`src/rtl/core/mrbs_pkg.sv`:
```
package mrbs_pkg;

	// default field widths
	localparam int SAMPLE_BITS_DEF = 16;
	localparam int COUNT_BITS_DEF  = 20;

	// accumulator -> finalizer: region closed, and whether it went over budget
	typedef struct packed {
		logic start;
		logic over;
	} mrbs_ctl_t;

	// finalizer -> output stage: result word is ready, statistics forced to zero
	typedef struct packed {
		logic load;
		logic zero;
	} mrbs_res_t;

	// round a bit count up to whole bytes
	function automatic int byte_width(input int bits);
		return ((bits + 7) >> 3) << 3;
	endfunction

endpackage

```
`src/rtl/core/masked_region_band_statistics.sv`:
```
// Masked region band statistics.
// Input stream s_*: one pixel word per handshake; s_tdata holds the signed sample,
// s_tuser the no-data flag, s_tlast closes the region. Output stream m_*: one result
// word per region, m_tuser is the over-budget status. cfg_* writes the pixel budget
// (0 or above 2^COUNT_BITS means 2^COUNT_BITS); write it only while the block is idle.
// Each pixel goes through accept, square/compare and add; s_tready is low between.
// After the last pixel the result word is worked out by the bit-per-cycle shift-add
// multiplies, restoring divides and square root on the one shared add/sub unit.
// An over-budget or all no-data region skips that work and goes straight to output.
// The result sits in an output register, so pixels of the next region are taken while
// it waits; a further result waits in the finalizer until the register is free, and
// the pixel input stays stalled meanwhile.
// Reset clears all statistics, drops m_tvalid and sets the budget to 2^COUNT_BITS.
module masked_region_band_statistics #(
	parameter int SAMPLE_BITS = mrbs_pkg::SAMPLE_BITS_DEF,
	parameter int COUNT_BITS  = mrbs_pkg::COUNT_BITS_DEF
) (
	input  logic clk,
	input  logic arst_n,
	// s_tdata: sample_value
	input  logic [mrbs_pkg::byte_width(SAMPLE_BITS)-1:0] s_tdata,
	// s_tuser: no_data
	input  logic s_tuser,
	input  logic s_tlast,
	input  logic s_tvalid,
	output logic s_tready,
	// m_tdata: valid_count, min_value, max_value, mean_value, std_dev
	output logic [mrbs_pkg::byte_width(COUNT_BITS + 1 + 4 * SAMPLE_BITS + 16)-1:0] m_tdata,
	// m_tuser: status
	output logic m_tuser,
	output logic m_tvalid,
	input  logic m_tready,
	input  logic [COUNT_BITS:0] cfg_data,
	input  logic cfg_valid,
	output logic cfg_ready
);
	import mrbs_pkg::*;

	localparam int CW   = COUNT_BITS + 1;
	localparam int SUMW = SAMPLE_BITS + CW;
	localparam int SQSW = 2 * SAMPLE_BITS + COUNT_BITS - 1;
	localparam int RTW  = SAMPLE_BITS + 8;
	localparam int ODW  = byte_width(CW + 4 * SAMPLE_BITS + 16);

	logic [CW-1:0]                 budget_q;
	logic [CW-1:0]                 budget_eff;
	logic [CW-1:0]                 budget_max;
	mrbs_ctl_t                     ctl;
	mrbs_res_t                     res;
	logic [CW-1:0]                 good_count;
	logic signed [SAMPLE_BITS-1:0] run_min;
	logic signed [SAMPLE_BITS-1:0] run_max;
	logic signed [SUMW-1:0]        run_sum;
	logic [SQSW-1:0]               run_sqsum;
	logic [RTW-1:0]                mean_value;
	logic [RTW-1:0]                std_dev;
	logic                          out_free;
	logic [ODW-1:0]                m_tdata_q;
	logic                          m_tuser_q;
	logic                          m_tvalid_q;

	assign budget_max = CW'(1) << COUNT_BITS;

	// budget register
	assign cfg_ready = 1'b1;
	always_ff @(posedge clk or negedge arst_n) begin
		if (!arst_n) begin
			budget_q <= CW'(1) << COUNT_BITS;
		end else if (cfg_valid) begin
			budget_q <= cfg_data;
		end
	end

	// zero or out-of-range budget falls back to the maximum
	assign budget_eff = ((budget_q == '0) || (budget_q > budget_max)) ? budget_max : budget_q;

	mrbs_accum #(
		.SAMPLE_BITS (SAMPLE_BITS),
		.COUNT_BITS  (COUNT_BITS)
	) u_accum (
		.clk          (clk),
		.arst_n       (arst_n),
		.in_valid     (s_tvalid),
		.in_ready     (s_tready),
		.sample_value (s_tdata[SAMPLE_BITS-1:0]),
		.no_data      (s_tuser),
		.last_pixel   (s_tlast),
		.budget       (budget_eff),
		.clear        (res.load),
		.ctl          (ctl),
		.good_count   (good_count),
		.run_min      (run_min),
		.run_max      (run_max),
		.run_sum      (run_sum),
		.run_sqsum    (run_sqsum)
	);

	mrbs_finalize #(
		.SAMPLE_BITS (SAMPLE_BITS),
		.COUNT_BITS  (COUNT_BITS)
	) u_finalize (
		.clk        (clk),
		.arst_n     (arst_n),
		.ctl        (ctl),
		.n          (good_count),
		.run_sum    (run_sum),
		.run_sqsum  (run_sqsum),
		.out_free   (out_free),
		.res        (res),
		.mean_value (mean_value),
		.std_dev    (std_dev)
	);

	// output register
	assign out_free = !m_tvalid_q || m_tready;

	always_ff @(posedge clk or negedge arst_n) begin
		if (!arst_n) begin
			m_tvalid_q <= 1'b0;
		end else if (res.load) begin
			m_tvalid_q <= 1'b1;
		end else if (m_tready) begin
			m_tvalid_q <= 1'b0;
		end
	end

	always_ff @(posedge clk) begin
		if (res.load) begin
			m_tuser_q <= ctl.over;
			m_tdata_q <= res.zero ? '0 :
			             ODW'({std_dev, mean_value, run_max, run_min, good_count});
		end
	end

	assign m_tvalid = m_tvalid_q;
	assign m_tdata  = m_tdata_q;
	assign m_tuser  = m_tuser_q;

endmodule

```
`src/rtl/core/mrbs_addsub.sv`:
```
// Shared add/subtract unit; cout on subtract means a >= b.
module mrbs_addsub #(
	parameter int W = 8
) (
	input  logic [W-1:0] a,
	input  logic [W-1:0] b,
	input  logic         sub,
	output logic [W-1:0] res,
	output logic         cout
);

	logic [W:0] total;

	assign total = {1'b0, a} + {1'b0, (sub ? ~b : b)} + {{W{1'b0}}, sub};
	assign res   = total[W-1:0];
	assign cout  = total[W];

endmodule

```
`src/rtl/core/mrbs_accum.sv`:
```
// Per-pixel accumulation: count, budget check, min/max, sum, sum of squares.
module mrbs_accum #(
	parameter int SAMPLE_BITS = 16,
	parameter int COUNT_BITS  = 20
) (
	input  logic                                  clk,
	input  logic                                  arst_n,
	input  logic                                  in_valid,
	output logic                                  in_ready,
	input  logic signed [SAMPLE_BITS-1:0]         sample_value,
	input  logic                                  no_data,
	input  logic                                  last_pixel,
	input  logic [COUNT_BITS:0]                   budget,
	input  logic                                  clear,
	output mrbs_pkg::mrbs_ctl_t                   ctl,
	output logic [COUNT_BITS:0]                   good_count,
	output logic signed [SAMPLE_BITS-1:0]         run_min,
	output logic signed [SAMPLE_BITS-1:0]         run_max,
	output logic signed [SAMPLE_BITS+COUNT_BITS:0] run_sum,
	output logic [2*SAMPLE_BITS+COUNT_BITS-2:0]   run_sqsum
);
	import mrbs_pkg::*;

	localparam int CW   = COUNT_BITS + 1;
	localparam int SUMW = SAMPLE_BITS + CW;
	localparam int SQW  = 2 * SAMPLE_BITS - 1;
	localparam int SQSW = 2 * SAMPLE_BITS + COUNT_BITS - 1;

	typedef enum logic [3:0] {
		A_IDLE   = 4'b0001,
		A_SQUARE = 4'b0010,
		A_ADD    = 4'b0100,
		A_WAIT   = 4'b1000
	} acc_state_t;

	acc_state_t                    state_q;
	logic signed [SAMPLE_BITS-1:0] sample_q;
	logic                          no_data_q;
	logic                          last_q;
	logic [CW-1:0]                 item_count_q;
	logic [CW-1:0]                 good_count_q;
	logic signed [SAMPLE_BITS-1:0] min_q;
	logic signed [SAMPLE_BITS-1:0] max_q;
	logic signed [SUMW-1:0]        sum_q;
	logic [SQSW-1:0]               sqsum_q;
	logic                          over_q;
	logic                          upd_q;
	logic [SQW-1:0]                sq_q;

	logic [SAMPLE_BITS-1:0]        mag;
	logic [2*SAMPLE_BITS-1:0]      prod;
	logic [CW-1:0]                 item_next;
	logic                          over_now;
	logic                          take;

	// magnitude and square of the held sample
	assign mag  = sample_q[SAMPLE_BITS-1] ? (~sample_q + 1'b1) : sample_q;
	assign prod = (2 * SAMPLE_BITS)'(mag) * (2 * SAMPLE_BITS)'(mag);

	// saturating item count and budget check
	assign item_next = (item_count_q == {CW{1'b1}}) ? item_count_q : item_count_q + CW'(1);
	assign over_now  = item_next > budget;
	assign take      = !over_now && !no_data_q;

	assign in_ready   = (state_q == A_IDLE);
	assign ctl.start  = (state_q == A_WAIT);
	assign ctl.over   = over_q;
	assign good_count = good_count_q;
	assign run_min    = min_q;
	assign run_max    = max_q;
	assign run_sum    = sum_q;
	assign run_sqsum  = sqsum_q;

	// held input word
	always_ff @(posedge clk) begin
		if (in_valid && in_ready) begin
			sample_q  <= sample_value;
			no_data_q <= no_data;
			last_q    <= last_pixel;
		end
		if (state_q == A_SQUARE) begin
			upd_q <= take;
			sq_q  <= prod[SQW-1:0];
		end
	end

	// sequencer and statistics
	always_ff @(posedge clk or negedge arst_n) begin
		if (!arst_n) begin
			state_q      <= A_IDLE;
			item_count_q <= '0;
			good_count_q <= '0;
			min_q        <= '0;
			max_q        <= '0;
			sum_q        <= '0;
			sqsum_q      <= '0;
			over_q       <= 1'b0;
		end else begin
			unique case (state_q)
				A_IDLE: begin
					if (in_valid) begin
						state_q <= A_SQUARE;
					end
				end
				A_SQUARE: begin
					item_count_q <= item_next;
					over_q       <= over_now;
					if (take) begin
						good_count_q <= good_count_q + CW'(1);
						if (good_count_q == '0) begin
							min_q <= sample_q;
							max_q <= sample_q;
						end else begin
							if (sample_q < min_q) min_q <= sample_q;
							if (sample_q > max_q) max_q <= sample_q;
						end
					end
					state_q <= A_ADD;
				end
				A_ADD: begin
					if (upd_q) begin
						sum_q   <= sum_q + SUMW'(sample_q);
						sqsum_q <= sqsum_q + SQSW'(sq_q);
					end
					state_q <= last_q ? A_WAIT : A_IDLE;
				end
				A_WAIT: begin
					// region closed: hold stats until the result is loaded into the output register, then clear
					if (clear) begin
						item_count_q <= '0;
						good_count_q <= '0;
						min_q        <= '0;
						max_q        <= '0;
						sum_q        <= '0;
						sqsum_q      <= '0;
						over_q       <= 1'b0;
						state_q      <= A_IDLE;
					end
				end
				default: state_q <= A_IDLE;
			endcase
		end
	end

endmodule

```
`src/rtl/core/mrbs_finalize.sv`:
```
// Region result: mean, variance and square root, all through one add/sub unit.
// Multiplies are shift-add, divides are restoring, the root is digit by digit.
module mrbs_finalize #(
	parameter int SAMPLE_BITS = 16,
	parameter int COUNT_BITS  = 20
) (
	input  logic                                  clk,
	input  logic                                  arst_n,
	input  mrbs_pkg::mrbs_ctl_t                   ctl,
	input  logic [COUNT_BITS:0]                   n,
	input  logic signed [SAMPLE_BITS+COUNT_BITS:0] run_sum,
	input  logic [2*SAMPLE_BITS+COUNT_BITS-2:0]   run_sqsum,
	input  logic                                  out_free,
	output mrbs_pkg::mrbs_res_t                   res,
	output logic [SAMPLE_BITS+7:0]                mean_value,
	output logic [SAMPLE_BITS+7:0]                std_dev
);
	import mrbs_pkg::*;

	localparam int CW    = COUNT_BITS + 1;
	localparam int SUMW  = SAMPLE_BITS + CW;
	localparam int MAGW  = SAMPLE_BITS + COUNT_BITS;
	localparam int PW    = 2 * SAMPLE_BITS + 2 * COUNT_BITS - 1;
	localparam int DW    = PW + 16;
	localparam int VW    = 2 * SAMPLE_BITS + 15;
	localparam int RTW   = SAMPLE_BITS + 8;
	localparam int SRW   = VW + 1;
	localparam int ROOTN = SRW / 2;
	localparam int MDW   = MAGW + 8;
	localparam int RW    = (2 * COUNT_BITS + 2 > SAMPLE_BITS + 11) ?
	                       2 * COUNT_BITS + 2 : SAMPLE_BITS + 11;
	localparam int CNTW  = $clog2(DW + 1);

	typedef enum logic [8:0] {
		F_IDLE     = 9'b000000001,
		F_MEAN     = 9'b000000010,
		F_MUL_NS2  = 9'b000000100,
		F_MUL_S1SQ = 9'b000001000,
		F_VSUB     = 9'b000010000,
		F_MUL_NN   = 9'b000100000,
		F_VDIV     = 9'b001000000,
		F_SQRT     = 9'b010000000,
		F_OUT      = 9'b100000000
	} fin_state_t;

	fin_state_t       state_q;
	logic [CNTW-1:0]  cnt_q;
	logic [PW-1:0]    acc_q;
	logic [PW-1:0]    mcand_q;
	logic [MAGW-1:0]  mplier_q;
	logic [PW-1:0]    ns2_q;
	logic [DW-1:0]    dvd_q;
	logic [RW-1:0]    rem_q;
	logic [VW-1:0]    quo_q;
	logic [RTW-1:0]   mean_q;
	logic [RTW-1:0]   std_q;
	logic             zero_q;

	logic [SUMW-1:0]  sum_abs;
	logic [MAGW-1:0]  smag;
	logic [RW-1:0]    div_trial;
	logic [RW-1:0]    sq_trial;
	logic [PW-1:0]    ua;
	logic [PW-1:0]    ub;
	logic             usub;
	logic [PW-1:0]    ures;
	logic             ucout;
	logic             busy_step;

	assign sum_abs   = run_sum[SUMW-1] ? SUMW'(-run_sum) : SUMW'(run_sum);
	assign smag      = sum_abs[MAGW-1:0];
	assign div_trial = {rem_q[RW-2:0], dvd_q[DW-1]};
	assign sq_trial  = {rem_q[RW-3:0], dvd_q[DW-1:DW-2]};
	assign busy_step = (cnt_q != '0);

	// operand select for the shared unit
	always_comb begin
		ua   = '0;
		ub   = '0;
		usub = 1'b0;
		unique case (state_q)
			F_MUL_NS2, F_MUL_S1SQ, F_MUL_NN: begin
				ua = acc_q;
				ub = mcand_q;
			end
			F_MEAN: begin
				ua   = PW'(div_trial);
				ub   = PW'(n);
				usub = 1'b1;
			end
			F_VDIV: begin
				ua   = PW'(div_trial);
				ub   = acc_q;
				usub = 1'b1;
			end
			F_VSUB: begin
				ua   = ns2_q;
				ub   = acc_q;
				usub = 1'b1;
			end
			F_SQRT: begin
				ua   = PW'(sq_trial);
				ub   = PW'({quo_q[RTW-1:0], 2'b01});
				usub = 1'b1;
			end
			F_IDLE, F_OUT: begin
				usub = 1'b0;
			end
			default: usub = 1'b0;
		endcase
	end

	mrbs_addsub #(.W(PW)) u_addsub (
		.a    (ua),
		.b    (ub),
		.sub  (usub),
		.res  (ures),
		.cout (ucout)
	);

	// datapath registers
	always_ff @(posedge clk) begin
		unique case (state_q)
			F_IDLE: begin
				if (ctl.start) begin
					zero_q <= ctl.over || (n == '0);
					dvd_q  <= DW'({smag, 8'b0}) << (DW - MDW);
					rem_q  <= '0;
					quo_q  <= '0;
				end
			end
			F_MEAN: begin
				if (busy_step) begin
					rem_q <= ucout ? ures[RW-1:0] : div_trial;
					quo_q <= {quo_q[VW-2:0], ucout};
					dvd_q <= dvd_q << 1;
				end else begin
					mean_q   <= run_sum[SUMW-1] ? (RTW'(0) - quo_q[RTW-1:0]) : quo_q[RTW-1:0];
					acc_q    <= '0;
					mcand_q  <= PW'(run_sqsum);
					mplier_q <= MAGW'(n);
				end
			end
			F_MUL_NS2, F_MUL_S1SQ, F_MUL_NN: begin
				if (busy_step) begin
					if (mplier_q[0]) acc_q <= ures;
					mcand_q  <= mcand_q << 1;
					mplier_q <= mplier_q >> 1;
				end else if (state_q == F_MUL_NS2) begin
					ns2_q    <= acc_q;
					acc_q    <= '0;
					mcand_q  <= PW'(smag);
					mplier_q <= smag;
				end else if (state_q == F_MUL_NN) begin
					rem_q <= '0;
					quo_q <= '0;
				end
			end
			F_VSUB: begin
				// n*sumsq - sum^2, scaled by 2^16; a negative difference means zero
				dvd_q    <= ucout ? {ures, 16'b0} : '0;
				acc_q    <= '0;
				mcand_q  <= PW'(n);
				mplier_q <= MAGW'(n);
			end
			F_VDIV: begin
				if (busy_step) begin
					rem_q <= ucout ? ures[RW-1:0] : div_trial;
					quo_q <= {quo_q[VW-2:0], ucout};
					dvd_q <= dvd_q << 1;
				end else begin
					dvd_q <= DW'({1'b0, quo_q}) << (DW - SRW);
					rem_q <= '0;
					quo_q <= '0;
				end
			end
			F_SQRT: begin
				if (busy_step) begin
					rem_q <= ucout ? ures[RW-1:0] : sq_trial;
					quo_q <= {quo_q[VW-2:0], ucout};
					dvd_q <= dvd_q << 2;
				end else begin
					std_q <= quo_q[RTW-1:0];
				end
			end
			F_OUT: begin
				zero_q <= zero_q;
			end
			default: zero_q <= zero_q;
		endcase
	end

	// sequencer
	always_ff @(posedge clk or negedge arst_n) begin
		if (!arst_n) begin
			state_q <= F_IDLE;
			cnt_q   <= '0;
		end else begin
			if (busy_step) begin
				cnt_q <= cnt_q - CNTW'(1);
			end
			unique case (state_q)
				F_IDLE: begin
					if (ctl.start) begin
						if (ctl.over || (n == '0)) begin
							state_q <= F_OUT;
						end else begin
							cnt_q   <= CNTW'(MDW);
							state_q <= F_MEAN;
						end
					end
				end
				F_MEAN: begin
					if (!busy_step) begin
						cnt_q   <= CNTW'(CW);
						state_q <= F_MUL_NS2;
					end
				end
				F_MUL_NS2: begin
					if (!busy_step) begin
						cnt_q   <= CNTW'(MAGW);
						state_q <= F_MUL_S1SQ;
					end
				end
				F_MUL_S1SQ: begin
					if (!busy_step) state_q <= F_VSUB;
				end
				F_VSUB: begin
					cnt_q   <= CNTW'(CW);
					state_q <= F_MUL_NN;
				end
				F_MUL_NN: begin
					if (!busy_step) begin
						cnt_q   <= CNTW'(DW);
						state_q <= F_VDIV;
					end
				end
				F_VDIV: begin
					if (!busy_step) begin
						cnt_q   <= CNTW'(ROOTN);
						state_q <= F_SQRT;
					end
				end
				F_SQRT: begin
					if (!busy_step) state_q <= F_OUT;
				end
				F_OUT: begin
					if (out_free) state_q <= F_IDLE;
				end
				default: state_q <= F_IDLE;
			endcase
		end
	end

	assign res.load   = (state_q == F_OUT) && out_free;
	assign res.zero   = zero_q;
	assign mean_value = mean_q;
	assign std_dev    = std_q;

endmodule

```
`config.mk`:
```
export PLATFORM = sky130hd
export DESIGN_NAME = masked_region_band_statistics
export DESIGN_NICKNAME = d
export VERILOG_FILES = /design/src/rtl/core/mrbs_pkg.sv /design/src/rtl/core/masked_region_band_statistics.sv /design/src/rtl/core/mrbs_addsub.sv /design/src/rtl/core/mrbs_accum.sv /design/src/rtl/core/mrbs_finalize.sv
export SDC_FILE = /design/constraint.sdc
export NUM_CORES = 2
export LEC_CHECK = 0
export BUFFER_PORTS_ARGS = -buffer_cell sky130_fd_sc_hd__buf_4
export CORE_MARGIN = 2
export CORE_UTILIZATION = 50
export CTS_CLUSTER_SIZE = 20
export DETAILED_ROUTE_END_ITERATION = 10
export PLACE_DENSITY = 0.66
export SYNTH_ARGS = -nofsm -noshare
export SYNTH_HDL_FRONTEND = slang
export SYNTH_SLANG_ARGS = --single-unit
```
`constraint.sdc`:
```
create_clock -name clk -period 30.1 [get_ports clk]
set_input_delay 4.515 -clock clk [delete_from_list [all_inputs] [get_ports clk]]
set_output_delay 4.515 -clock clk [all_outputs]
set_load 0.01 [all_outputs]
```
==> impl_metrics.yaml <==
die:
  dieWidth_um: 329
  coreArea_um2: 105000
  rows: 119
  ioPinCount: 152
  dieArea_um2: 108000
  fp.dieH_um: 329
  start_util: 0.503
setup_path:
  critical_path_class: "reg2reg"
  crit_fanout: 18
  cp.required_ps: 30520
  end_kind: "flip-flop"
  cp.arrival_ps: 9750
  start_kind: "flip-flop"
sta:
  rsz0062_at_grt: "false"
  max-slew-margin-rel: 0.217
  maxSlewViolCount: 0
  max_freq_mhz: 107
  period_needed_ps: 9330
  clock_skew_ps: 46.9
  final.setup.tns_ps: 0
  hold_viol: 0
  setup_viol: 0
  worst_pin_slew_ps: 1170
  min_period_over_period: 0.310
global_routing:
  grt_pass1_vias: 39700
  antenna_found_initial: 2
  overflow: 0
  grt_use_total: 0.277
  grt_max_degree: 98
  grt_pass1_wl_mm: 233
cts:
  ctsHoldBuffers: 0
  cts.path.max_buffers: 3
  cts_resized: 0
  cts_root_buf: "clkbuf_16"
  clk_pin_slew_worst_paths_ps: 70
  h-tree-depth: 3
  clock_latency_ps: 700
  numCtsBuffers: 90
  cts_sinks: 813
  cts_tree: "done"
  post_cts_buffers: 0
synth:
  syn-cell-area_um2: 52800
  syn_inst: 5108
  async_reset_ff_frac: 0.252
  syn_avg_cell_area_um2: 10.3
  synth_edf_count: 608
  synthFlopType: "edfxtp_1"
  synth_cell_types: 100
  yosys_warnings: 0
  synth-seq-area-share: 0.443
  ys_ff_latch: 813
layout:
  area_growth_pct: 10.6
  drive_above_1_share: 0.0996
  fillers: 9250
  final_common_cell: "edfxtp_1"
  layout.nets: 5649
  diodes: 0
  layout.cells.most_common_list: "608 x edfxtp_1, 446 x nand2_1, 396 x o21ai_0, 344 x inv_1, 333 x nor2_1"
route:
  routed_wl_mm: 152
  wl_per_cell_um: 22.9
  avgViaCountPerCell: 6.15
  drt_iter0_drc: 4187
  final_antenna_net_count: 0
  route.vias.total: 40700
  drc_errors: 0
  drt-pass1-iter-count: 9
placement:
  io_buffers: 147
  place_congestion: 0.933
  dp_hpwl_mm: 109
flow_run:
  drv.max_cap_violation_count: 0
hold_path:
  hold_class: "reg2reg"
outcome:
  outcome: "finished clean"
-- cell families after synthesis --
| family | synth area share |
|---|---|
| AOI/OAI and AO/OA | 0.191 |
| and+or+nand+nor | 0.126 |
| DFF | 0.443 |
| buffers and inverters | 0.0473 |
| adders and majority gates | 0.133 |
| xor gates and xnor gates | 0.0461 |
| muxes | 0.0135 |
| other | 0.000142 |
-- metrics by stage --
step           worst slack (ps)  instance area (um^2)  hold slack (ps)  utilization  instances
4_1_cts                   20820                 58400              476        0.556       6612
6_report                  20770                 58400              475        0.556       6612
3_5_place_dp              20870                 55300              460        0.526       6442
5_1_grt                   20060                 58400              484        0.556       6612
3_3_place_gp              21290                 55300              453        0.526       6442
2_1_floorplan             20140                 52900              424            -       5122
-- cell usage after synthesis (29+ instances only) --
| cell | instances | area share |
|---|---|---|
| a21o_1 | 160 | 0.023 |
| a21oi_1 | 282 | 0.027 |
| a221o_1 | 65 | 0.012 |
| a221oi_1 | 46 | 0.0076 |
| a221oi_2 | 29 | 0.0082 |
| a222oi_1 | 38 | 0.0072 |
| a22o_1 | 107 | 0.018 |
| a22oi_1 | 51 | 0.0072 |
| and2_1 | 86 | 0.010 |
| and3_1 | 53 | 0.0063 |
| clkbuf_1 | 249 | 0.018 |
| dfrtp_1 | 202 | 0.096 |
| edfxtp_1 | 608 | 0.35 |
| fa_1 | 168 | 0.064 |
| ha_1 | 294 | 0.070 |
| inv_1 | 345 | 0.025 |
| mux2_2 | 58 | 0.012 |
| nand2_1 | 450 | 0.032 |
| nand2b_1 | 41 | 0.0049 |
| nand3_1 | 82 | 0.0078 |
| nand4_1 | 49 | 0.0058 |
| nor2_1 | 340 | 0.024 |
| nor2b_1 | 106 | 0.013 |
| nor3_1 | 45 | 0.0043 |
| o21a_1 | 36 | 0.0051 |
| o21ai_0 | 397 | 0.038 |
| o21bai_1 | 33 | 0.0047 |
| o31ai_1 | 38 | 0.0054 |
| xnor2_1 | 157 | 0.026 |
| xor2_1 | 121 | 0.020 |
-- state kept, by name, summed over array words and instances (netlist names), 4 cells and up --
register	flops
u_accum.run_min	16
u_finalize.dvd_q	71
u_finalize.rem_q	41
u_accum.item_count_q	21
u_finalize.mean_value	24
u_finalize.state_q	9
u_finalize.quo_q	47
u_finalize.cnt_q	7
u_accum.run_max	16
u_finalize.std_dev	24
u_accum.run_sqsum	51
u_finalize.acc_q	71
u_accum.sample_q	16
budget_q	21
u_finalize.mplier_q	36
u_accum.good_count	21
u_accum.sq_q	30
u_accum.run_sum	37
u_finalize.ns2_q	71
m_tdata	101
u_finalize.mcand_q	71
u_accum.state_q	4
-- layer usage --
metal | track usage | vias to the layer above | wire length [um]
met4 | 0.110 | 4 | 6370
li1 | - | 18700 | -
met2 | 0.449 | 1494 | 70900
met3 | 0.0447 | 276 | 11000
met1 | 0.373 | 20200 | 63300
met5 | 0 | - | 24
-- area by class of cell --
class | count | area (um^2) | area share
inverter | 352 | 1320 | 0.0226
multi-input combinational | 3662 | 27100 | 0.464
tap | 1391 | 1740 | 0.0298
sequential | 813 | 23400 | 0.401
clock buffer | 116 | 2440 | 0.0418
timing repair buffer | 224 | 1690 | 0.0289
clock inverter | 54 | 702 | 0.0120
-- path summary, 6_finish.rpt --
| path | slack (ps) | to | cells past startpoint | from |
|---|---|---|---|---|
| max | 20770 | u_accum.sq_q[30]$_DFFE_PP_ | 27 | u_accum.sample_q[0]$_DFFE_PP_ |
| min | 480 | u_finalize.ns2_q[69]$_DFFE_PP_ | 0 | u_finalize.acc_q[69]$_SDFFCE_PN0P_ |
| max reg2reg | 20770 | u_accum.sq_q[30]$_DFFE_PP_ | 27 | u_accum.sample_q[0]$_DFFE_PP_ |
| min reg2reg | 480 | u_finalize.ns2_q[69]$_DFFE_PP_ | 0 | u_finalize.acc_q[69]$_SDFFCE_PN0P_ |
| max in group asynchronous | 24810 | budget_q[1]$_DFFE_PN0P_ | 2 | arst_n |
| min in group asynchronous | 3800 | u_accum.run_sum[33]$_DFFE_PN0P_ | 1 | arst_n |
-- critical path, stage by stage, from the launching register on --
cell and delay, ps:
edfxtp_1 510, clkinv_1 500, ha_1 450, nand2_1 120, o21ai_0 120, xor2_1 610
clkinv_1 590, nand2_1 300, fa_1 460, fa_1 490, inv_1 50, fa_1 510
fa_1 440, fa_1 550, inv_1 60, fa_1 540, inv_1 50, ha_1 340
a21o_1 190, a21oi_1 300, nor3b_1 260, o311ai_0 200, a31oi_1 450, o31ai_1 210
a211oi_1 340, o31ai_1 130, a21oi_1 210, xnor2_1 80
Power is left out: the tool's default activity adds up to more than one toggle a clock period on the data nets, which glitch-free logic cannot reach.
